File: config.mk
export PLATFORM = sky130hd
export DESIGN_NAME = ntcb_div
export DESIGN_NICKNAME = d
export VERILOG_FILES = /design/src/sv/ntcb_div.sv
export SDC_FILE = /design/constraint.sdc
export NUM_CORES = 1
export LEC_CHECK = 0
export ABC_CLOCK_PERIOD_IN_PS = 2700
export BUFFER_PORTS_ARGS = -buffer_cell sky130_fd_sc_hd__buf_4
export CORE_MARGIN = 2
export CORE_UTILIZATION = 50
export CTS_BUF_LIST = sky130_fd_sc_hd__clkbuf_4 sky130_fd_sc_hd__clkbuf_8 sky130_fd_sc_hd__clkbuf_16
export DETAILED_ROUTE_END_ITERATION = 6
export PLACE_DENSITY = 0.72
export SLEW_MARGIN = 20
export SYNTH_ARGS = -nofsm -noshare
export SYNTH_HDL_FRONTEND = slang
export SYNTH_SLANG_ARGS = --single-unit
File: constraint.sdc
create_clock -name clk_i -period 2.7 [get_ports clk_i]
set_input_delay 0.405 -clock clk_i [delete_from_list [all_inputs] [get_ports clk_i]]
set_output_delay 0.405 -clock clk_i [all_outputs]
set_load 0.03 [all_outputs]
File: src/sv/ntcb_div.sv
`timescale 1ns / 1ps
// ----------------------------------------------------------------------------
// ntcb_div
// Pipelined restoring divider, one quotient bit per stage, payload alongside.
// ----------------------------------------------------------------------------
module ntcb_div #(
  parameter int NW = 8,
  parameter int DW = 8,
  parameter int PW = 1
) (
  input  logic          clk_i,
  input  logic          rst_ni,
  input  logic          valid_i,
  input  logic [NW-1:0] num_i,
  input  logic [DW-1:0] den_i,
  input  logic [PW-1:0] pay_i,
  output logic          valid_o,
  output logic [NW-1:0] quo_o,
  output logic [PW-1:0] pay_o
);

  logic [NW:1]       vld_q;
  logic [DW+NW-1:0]  acc_q [1:NW];
  logic [DW-1:0]     den_q [1:NW];
  logic [PW-1:0]     pay_q [1:NW];

  for (genvar j = 0; j < NW; j++) begin : g_st
    logic             in_vld;
    logic [DW+NW-1:0] in_acc;
    logic [DW-1:0]    in_den;
    logic [PW-1:0]    in_pay;
    logic [DW+NW:0]   wide;
    logic [DW:0]      top;
    logic [DW:0]      diff;
    logic             ge;

    if (j == 0) begin : g_in
      assign in_vld = valid_i;
      assign in_acc = {{DW{1'b0}}, num_i};
      assign in_den = den_i;
      assign in_pay = pay_i;
    end else begin : g_mid
      assign in_vld = vld_q[j];
      assign in_acc = acc_q[j];
      assign in_den = den_q[j];
      assign in_pay = pay_q[j];
    end

    assign wide = {in_acc, 1'b0};
    assign top  = wide[DW+NW:NW];
    assign ge   = top >= {1'b0, in_den};
    assign diff = top - {1'b0, in_den};

    always_ff @(posedge clk_i or negedge rst_ni) begin
      if (!rst_ni) begin
        vld_q[j+1] <= 1'b0;
      end else begin
        vld_q[j+1] <= in_vld;
      end
    end

    always_ff @(posedge clk_i) begin
      acc_q[j+1] <= {ge ? diff[DW-1:0] : top[DW-1:0], wide[NW-1:1], ge};
      den_q[j+1] <= in_den;
      pay_q[j+1] <= in_pay;
    end
  end

  assign valid_o = vld_q[NW];
  assign quo_o   = acc_q[NW][NW-1:0];
  assign pay_o   = pay_q[NW];

endmodule

After elaboration in Yosys (flattened, before gate mapping)
Memory sizes are Yosys's and may differ from the RTL's.
Index checks and enable logic that the tools add are counted.

word-level totals
  word-level logic and storage cells = 35
  memories kept = 3
  output and inout bits = 10
  RAM bits = 200
  input bits = 20
  bits in registers = 8

memories
  name   words  bits a word  read ports  clocked after memory_dff  write ports  RTL line  RTL
  acc_q  8      16           8           0                         8            23        logic [DW+NW-1:0] acc_q [1:NW];
  den_q  8      8            7           0                         8            24        logic [DW-1:0] den_q [1:NW];
  pay_q  8      1            8           0                         8            25        logic [PW-1:0] pay_q [1:NW];

operators by class
  magnitude comparators = 8
  multiplexer cells = 8
  $add $sub $neg = 8

operators with widths
  operator     count
  $mux 8       8
  $ge 9x8->1   7
  $sub 8x8->8  7
  $ge 1x8->1   1
  $sub 1x8->8  1

Depth between registers and ports, before layout
Gate-level depths: netlist of run 1.
An unclocked memory read counts as a cell.

  word-level depth = 3
  gate-level depth with buffers = 9
  mapped depth without buffers = 8

Worst setup path before layout of run 1
Ideal clock, no wire load.

  kind = register -> register
  start point = register, netlist name den_q[0][19]
  end point = register, netlist name acc_q[0][58]
  period minus slack after synthesis = 1984 ps
  required time = 2579 ps
  slack = 716 ps
  stages on the path, launching flop included = 8
  arrival time = 1863 ps
  setup time = 121 ps
  buffers on the path = 0
  cells stage by stage = dfxtp_1 inv_1 ha_1 a21o_1 a21oi_1 o21ai_0 a41oi_2 mux2_2

==> metrics, run 1 <==
area delta synth->final=13.8%; largest area contributor in the netlist=sky130_fd_sc_hd__dfxtp_1; Flop pwr share=44.4%; count of final setup violators=0; total number of vias=4406; clock tree from TritonCTS=built; Worst Hold Path Cells=1; Synthesized Nets=724; clock insertion delay at the later pin of the skew report=0.43 ns; leakage=3.83 nW; fraction of power spent switching nets=28.3%; maximum single-stage delay on the critical path=0.57 ns; Hold Crit Start=num_i[6]; flop2flop setup slack=0.47 ns; chain of cells forming the critical path=inv_1 > ha_1 > a21oi_1 > o21ai_0 > a221oi_2 > buf_4 > a31o_2 > o22a_1; remaining antenna violation count=0; fraction of registers with async set/reset=4.17%; worst path buffer plus inverter count=2; synth top area cells=sky130_fd_sc_hd__dfxtp_1 (52%), sky130_fd_sc_hd__ha_1 (10%), sky130_fd_sc_hd__inv_1 (4.3%); endpoint of the lowest-slack register-to-register path=acc_q[0][95]; root buf cell=sky130_fd_sc_hd__clkbuf_16; quantity of hold-fixing buffers added after cts=1; normalized max-slew margin=63.5%; wire per inst=13.2 um; Unique masters post-synth=52; most numerous cell in the Yosys netlist=sky130_fd_sc_hd__dfxtp_1; period utilization=82.8%; gate count of the mapped netlist=640; Layout Nets=762; initial antenna violation count=0; area share of the largest cell type after synthesis=52.2%; Die X-Extent=123 um; unrepaired setup endpoints after global routing=no; clock buffer depth=2; run status=finished clean; Core Rows=43; critical path arrival=2.61 ns; wire length reported by the detailed router=11500 um; Setup TNS=0 ns; vias in the first global route=4501; Max stage delay cell, worst path=sky130_fd_sc_hd__a221oi_2; Die H=123 um; number of antenna repair diodes=0; first-pass GRT wire length=19800 um; final estimated routing congestion in global placement=0.891; worst clock skew=0.00815 ns; cts repair resizes=0; share of layout cells above drive strength 1=13.9%; hpwl dp=8730 um; part of the total power dissipated in the clock network=31.8%; number of hold violations in the final report=0; Crit path depth=8; Peak supply drop=402 uV; Maximum Capacitance Violations=0; critical path data required time=3.07 ns; number of H-tree levels=4; startpoint class of the critical path=flop; endpoint class of the critical path=flop; FF+latch count, synth=192; maximum number of pins on one net before global-route repair=17; type of the worst setup path=reg -> reg; # clock sinks=192; Num CTS Buffers=17; Overflow after GRT=0; Power Internal=0.00547 W; CORE AREA=13800 um^2; RR Startpoint=den_q[0][38]; number of DRC violations after detailed-routing iteration 0=221; via count normalized by instance count=5.06; Ys Warns=0; r2r worst-path depth=8; final worst path period need=2.23 ns; most common library cells after synthesis=sky130_fd_sc_hd__dfxtp_1 (184), sky130_fd_sc_hd__inv_1 (81), sky130_fd_sc_hd__ha_1 (58), sky130_fd_sc_hd__o21ai_0 (37), sky130_fd_sc_hd__a21oi_1 (33); Achievable Freq=0.448 GHz; synthesized area=7050 um^2; drc violations=0; Post-CTS Setup Bufs=0; net load switching power=0.00216 W; aggregate global-route resource usage=17.1%; class of the most critical hold timing path=in -> reg; terminating pin of the worst hold path=acc_q[0][23]; effective utilization at floorplan=51.0%; number of synthesized flops with an enable pin=0; slew at the pin closest to its max-slew limit=0.548 ns; largest driver fanout on the critical path=9; area of the die=15100 um^2; CP delay by family, top=compound AO/OA/AOI/OAI gates; power share of the combinational group=23.8%; Power Dens Cells=951 nW/um^2; I/O pin total=30; final-report max-slew violation count=0; sum of internal, switching and leakage power=0.00763 W; share of synthesized area occupied by flip-flops and latches=55.1%; post-synthesis average cell area=11.0 um^2; Main synth FF type=sky130_fd_sc_hd__dfxtp_1; Worst-path clk slew=0.07 ns; DRT Pass-1 Iters=4; port bufs=29
## worst reg2reg max path: cells and delay by family, from the launching register on
family	cells	cell delay (ns)
AOI/OAI and AO/OA	5	1.20
adders and majority gates	1	0.36
DFF	1	0.32
buffers and inverters	2	0.31
## kinds of logic (layout without fill, tap and decap cells)
logic type / Yosys count / after routing / share of synthesized area, %
XOR/XNOR: 20 / 20 / 2.48
flip-flops: 192 / 192 / 55.1
AO/OA/AOI/OAI: 132 / 132 / 12.2
multiplexers: 29 / 29 / 4.45
adder cells (fa/ha/maj): 64 / 64 / 12.0
AND/OR/NAND/NOR: 108 / 108 / 8.14
buffers and inverters: 95 / 146 / 5.61
## power groups by stage
stage	Clock [W]	Sequential (W)	Combinational [W]
6_report	0.00242	0.00339	0.00181
5_1_grt	0.00261	0.00343	0.00204
4_1_cts	0.00249	0.00340	0.00181
3_5_place_dp	0	0.00346	0.00180
3_3_place_gp	0	0.00345	0.00173
2_1_floorplan	0	0.00340	0.00145
## registers in the layout, summed over array words and instances, names as in the netlist
register and cells:
acc_q 120, den_q 56, g_st.in_vld 7, pay_q 8, valid_o 1
## worst max path at each step
stage | end | from
2_1_floorplan | acc_q[0][58] | den_q[0][19]
3_3_place_gp | acc_q[0][78] | den_q[0][27]
3_5_place_dp | acc_q[0][75] | den_q[0][27]
4_1_cts | acc_q[0][78] | den_q[0][27]
5_1_grt | acc_q[0][44] | den_q[0][11]
6_report | acc_q[0][95] | den_q[0][38]
## stage by stage
step	setup WS [ns]	instance area [um^2]	hold slack, ns	utilization (%)	std cells
finish	0.466	8020	0.0708	58.0	871
global route	0.316	8020	0.0521	58.0	871
CTS	0.481	8020	0.0514	58.0	871
detailed placement	0.520	7420	0.229	53.7	838
global placement	0.564	7420	0.223	53.7	838
floorplan	0.716	7050	0.109	-	640
## area by class of cell
cell class	count	area, um^2
multi-input cells	353	2770
fillers	1144	5810
flip-flops and latches	192	3880
inverters	82	309
clock buffers	21	485
repair buffers	32	243
well taps	180	225
clock inverters	11	103
## routing by layer
| layer | track usage, % | up-vias | share of wire, % |
|---|---|---|---|
| li1 | - | 2238 | - |
| met1 | 17.7 | 2061 | 42 |
| met2 | 30.9 | 76 | 52 |
| met3 | 4.32 | 31 | 2.8 |
| met4 | 10.6 | 0 | 3.6 |
| met5 | 0 | - | 0 |
## layout by cell type (no fill, tap or decap), types with 3 or more instances in the layout
cell type                    instances
sky130_fd_sc_hd__dfxtp_1           184
sky130_fd_sc_hd__inv_1              81
sky130_fd_sc_hd__ha_1               58
sky130_fd_sc_hd__o21ai_0            37
sky130_fd_sc_hd__a21oi_1            33
sky130_fd_sc_hd__buf_4              31
sky130_fd_sc_hd__nand2_1            27
sky130_fd_sc_hd__mux2_2             19
sky130_fd_sc_hd__clkbuf_16          18
sky130_fd_sc_hd__nor2_1             16
sky130_fd_sc_hd__a21o_1             14
sky130_fd_sc_hd__xnor2_1            13
sky130_fd_sc_hd__nand3_1            12
sky130_fd_sc_hd__mux2i_1            10
sky130_fd_sc_hd__nor2b_1             9
sky130_fd_sc_hd__nand2b_1            8
sky130_fd_sc_hd__o21a_1              8
sky130_fd_sc_hd__dfrtp_1             8
sky130_fd_sc_hd__xor2_1              7
sky130_fd_sc_hd__a211oi_1            7
sky130_fd_sc_hd__and2_1              6
sky130_fd_sc_hd__nor3_1              6
sky130_fd_sc_hd__fa_1                6
sky130_fd_sc_hd__or3_1               5
sky130_fd_sc_hd__nor4_1              5
sky130_fd_sc_hd__o31ai_1             4
sky130_fd_sc_hd__clkinv_2            4
sky130_fd_sc_hd__a21boi_0            3
sky130_fd_sc_hd__or2_2               3
sky130_fd_sc_hd__o31a_1              3
sky130_fd_sc_hd__a311oi_1            3
sky130_fd_sc_hd__clkinvlp_4          3
Power figures use the tool's default switching activity.
==> run 2, diff against run 1 <==
--- a/config.mk
+++ b/config.mk
@@ -5,13 +5,13 @@
 export SDC_FILE = /design/constraint.sdc
 export NUM_CORES = 1
 export LEC_CHECK = 0
-export ABC_CLOCK_PERIOD_IN_PS = 2700
+export ABC_CLOCK_PERIOD_IN_PS = 1800
 export BUFFER_PORTS_ARGS = -buffer_cell sky130_fd_sc_hd__buf_4
 export CORE_MARGIN = 2
 export CORE_UTILIZATION = 50
 export CTS_BUF_LIST = sky130_fd_sc_hd__clkbuf_4 sky130_fd_sc_hd__clkbuf_8 sky130_fd_sc_hd__clkbuf_16
 export DETAILED_ROUTE_END_ITERATION = 6
-export PLACE_DENSITY = 0.72
+export PLACE_DENSITY = 0.74
 export SLEW_MARGIN = 20
 export SYNTH_ARGS = -nofsm -noshare
 export SYNTH_HDL_FRONTEND = slang
==> constraint.sdc (replaced) <==
create_clock -name clk_i -period 1.8 [get_ports clk_i]
set_input_delay 0.27 -clock clk_i [delete_from_list [all_inputs] [get_ports clk_i]]
set_output_delay 0.27 -clock clk_i [all_outputs]
set_load 0.03 [all_outputs]
==> run 2 against run 1 <==
  * The run now ends with negative setup slack left
  * Sequential power rose by 53%
  * Count of clock-buffer cells in the layout fell by 1
  * Wire length rose by 32%
  * Critical path depth did not move
  * Utilization rose by 14 points
  * Clock power rose by 53%
  * First-iteration DRC count rose by 19%
  * Worst setup slack got worse by 0.52 ns
  * Clock skew rose by 0.00078 ns
  * Critical path type unchanged
==> metrics, run 2 (synthesis results as in run 1) <==
pre-CTS setup slack=-0.107 ns (-0.628 ns); worst path buffer plus inverter count=1 (-1); post-route worst setup slack=-0.0588 ns (-0.525 ns); maximum number of pins on one net before global-route repair=18 (+1); drc violations=0 (unchanged); initial antenna violation count=0 (unchanged); violations in the final reports=negative setup slack; type of the worst setup path=reg -> reg; I/O pin total=30 (unchanged); hpwl dp=9340 um (+7.0%); most common library cell in the layout ignoring fill and taps=sky130_fd_sc_hd__dfxtp_1; FF/Latch Area=3940 um^2 (+1.4%); root buf cell=sky130_fd_sc_hd__clkbuf_16; area of the die=15100 um^2 (unchanged); DRT Pass-1 Iters=4 (unchanged); first-pass GRT wire length=22900 um (+16%); part of the total power dissipated in the clock network=27.4% (-4.4 points); normalized max-slew margin=72.5% (+9.1 points); remaining antenna violation count=0 (unchanged); startpoint class of the critical path=flop; wire per inst=15.1 um (+15%); final estimated routing congestion in global placement=0.877 (-1.6%); port bufs=29 (unchanged); Maximum Capacitance Violations=0 (unchanged); maximum single-stage delay on the critical path=0.35 ns (-0.22 ns); Max stage delay cell, worst path=sky130_fd_sc_hd__fa_2; Power Internal=0.00943 W (+73%); chain of cells forming the critical path=inv_2 > ha_4 > fa_2 > nor2b_2 > o31a_1 > or4_4 > nand3_2 > mux2_4; wire length reported by the detailed router=15100 um (+32%); area occupied by multi-input gates=3670 um^2 (+32%); Placed Instances=920 (+9.8%); net load switching power=0.00412 W (+90%); Core Rows=43 (unchanged); clock buffer depth=2 (unchanged); power share of the combinational group=34.3% (+10 points); Regs by FF count=acc_q (120), den_q (56), pay_q (8); CORE AREA=13800 um^2 (unchanged); slew at the pin closest to its max-slew limit=0.408 ns (-0.139 ns); number of DRC violations after detailed-routing iteration 0=263 (+19%); Largest register FFs=120 (unchanged); Achievable Freq=0.538 GHz (+20%); final worst path period need=1.86 ns (-0.375 ns); final-report max-slew violation count=0 (unchanged); Num CTS Buffers=17 (unchanged); unrepaired setup endpoints after global routing=yes; Peak supply drop=795 uV (+98%); Die X-Extent=123 um (unchanged); number of antenna repair diodes=0 (unchanged); period utilization=103% (+21 points); area delta synth->final=42.1%; vias in the first global route=5184 (+15%); fraction of power spent switching nets=30.4% (+2.0 points); run status=complete, but fails checks; worst clock skew=0.00893 ns (+0.000780 ns); critical path data required time=2.13 ns (-0.94 ns); CP delay by family, top=adder cells; via count normalized by instance count=5.09 (+0.65%); standard cell area after detailed placement=8280 um^2 (+12%); clock insertion delay at the later pin of the skew report=0.44 ns (about the same); total number of vias=5076 (+15%); aggregate global-route resource usage=19.7% (+2.5 points); Worst-path clk slew=0.07 ns (about the same); # clock sinks=192 (unchanged); Layout Nets=888 (+17%); number of H-tree levels=4 (unchanged); count of final setup violators=5 (+5); largest driver fanout on the critical path=3 (-6); critical path arrival=2.19 ns (-0.42 ns); filler cell count in the final layout=870 (-24%); class of the most critical hold timing path=in -> reg; Power Dens Cells=1350 nW/um^2 (+42%); leakage=4.57 nW (+19%); effective utilization at floorplan=51.0% (unchanged); share of layout cells above drive strength 1=44.1% (+30 points); most used cells in the layout excluding fill and tap cells=sky130_fd_sc_hd__dfxtp_1 (145), sky130_fd_sc_hd__buf_4 (127), sky130_fd_sc_hd__inv_1 (64), sky130_fd_sc_hd__dfxtp_2 (37), sky130_fd_sc_hd__ha_4 (35); clock tree from TritonCTS=built; register containing the most flip-flops in the final layout=acc_q; Final Non-Filler Cells=997 (+14%); Final Instance Area=10000 um^2 (+25%); Flop pwr share=38.3% (-6.1 points); number of hold violations in the final report=0 (unchanged); Die H=123 um (unchanged); Overflow after GRT=0 (unchanged); endpoint class of the critical path=flop
==> run 2: worst paths after layout <==
| check | from | to | slack [ns] | cells after the start |
|---|---|---|---|---|
| max in group asynchronous | rst_ni | valid_o | 1.50 | 2 |
| worst min-delay path | num_i[7] | acc_q[0][24] | 0.04 | 3 |
| min in group asynchronous | rst_ni | g_st[1].in_vld | 0.18 | 2 |
| worst max-delay path | acc_q[0][39] | acc_q[0][62] | -0.06 | 8 |
| worst min register to register | acc_q[0][97] | acc_q[0][114] | 0.32 | 0 |
| worst max register to register | acc_q[0][39] | acc_q[0][62] | -0.06 | 8 |
==> run 2: through the flow <==
stage	setup TNS (ns)	utilization (%)	power, W	hold slack (ns)
3_3_place_gp	-0.784	59.9	0.00861	0.0873
6_report	-0.126	72.5	0.0135	0.0444
2_1_floorplan	-0.106	-	0.00764	-0.0256
4_1_cts	-0.142	68.9	0.0129	0.0323
5_1_grt	-1.28	72.5	0.0142	0.0555
3_5_place_dp	-1.92	59.9	0.00877	0.0905
==> run 2: timing repair <==
action | 4_1_cts | 5_1_grt
gates cloned | 1 | 0
resized for setup | 94 | 96
hold buffers | 18 | 0
setup endpoints to repair | 42 | 49
hold endpoints to repair | 25 | 0
pin swaps | 23 | 39
buffers inserted | 9 | 19
==> run 2: power groups by stage <==
stage	registers, W	logic, W	clock network, W
final	0.00518	0.00465	0.00371
after global routing	0.00523	0.00502	0.00394
after CTS	0.00516	0.00402	0.00376
after detailed placement	0.00521	0.00356	0
after global placement	0.00518	0.00342	0
after floorplan	0.00513	0.00252	0
==> run 2: routing by layer <==
layer	up-vias	share of wire [%]	global-route usage [%]
li1	2502	-	-
met1	2461	39	19.5
met2	82	56	37.0
met3	31	2.4	4.83
met4	0	2.8	10.8
met5	-	0	0
==> run 2: tightest hold or removal path: cells and delay by family <==
family / cells / cell delay [ns]
AOI/OAI and AO/OA: 1 / 0.06
buffers and inverters: 1 / 0.09
and+or+nand+nor: 1 / 0.04
==> run 2: final cells by class <==
class | count | share of cell area, %
Clock inverter | 12 | 1.22
Clock buffer | 20 | 4.66
Sequential cell | 192 | 39.3
Inverter | 82 | 3.08
Tap cell | 180 | 2.25
Timing Repair Buffer | 158 | 12.9
Multi-Input combinational cell | 353 | 36.6
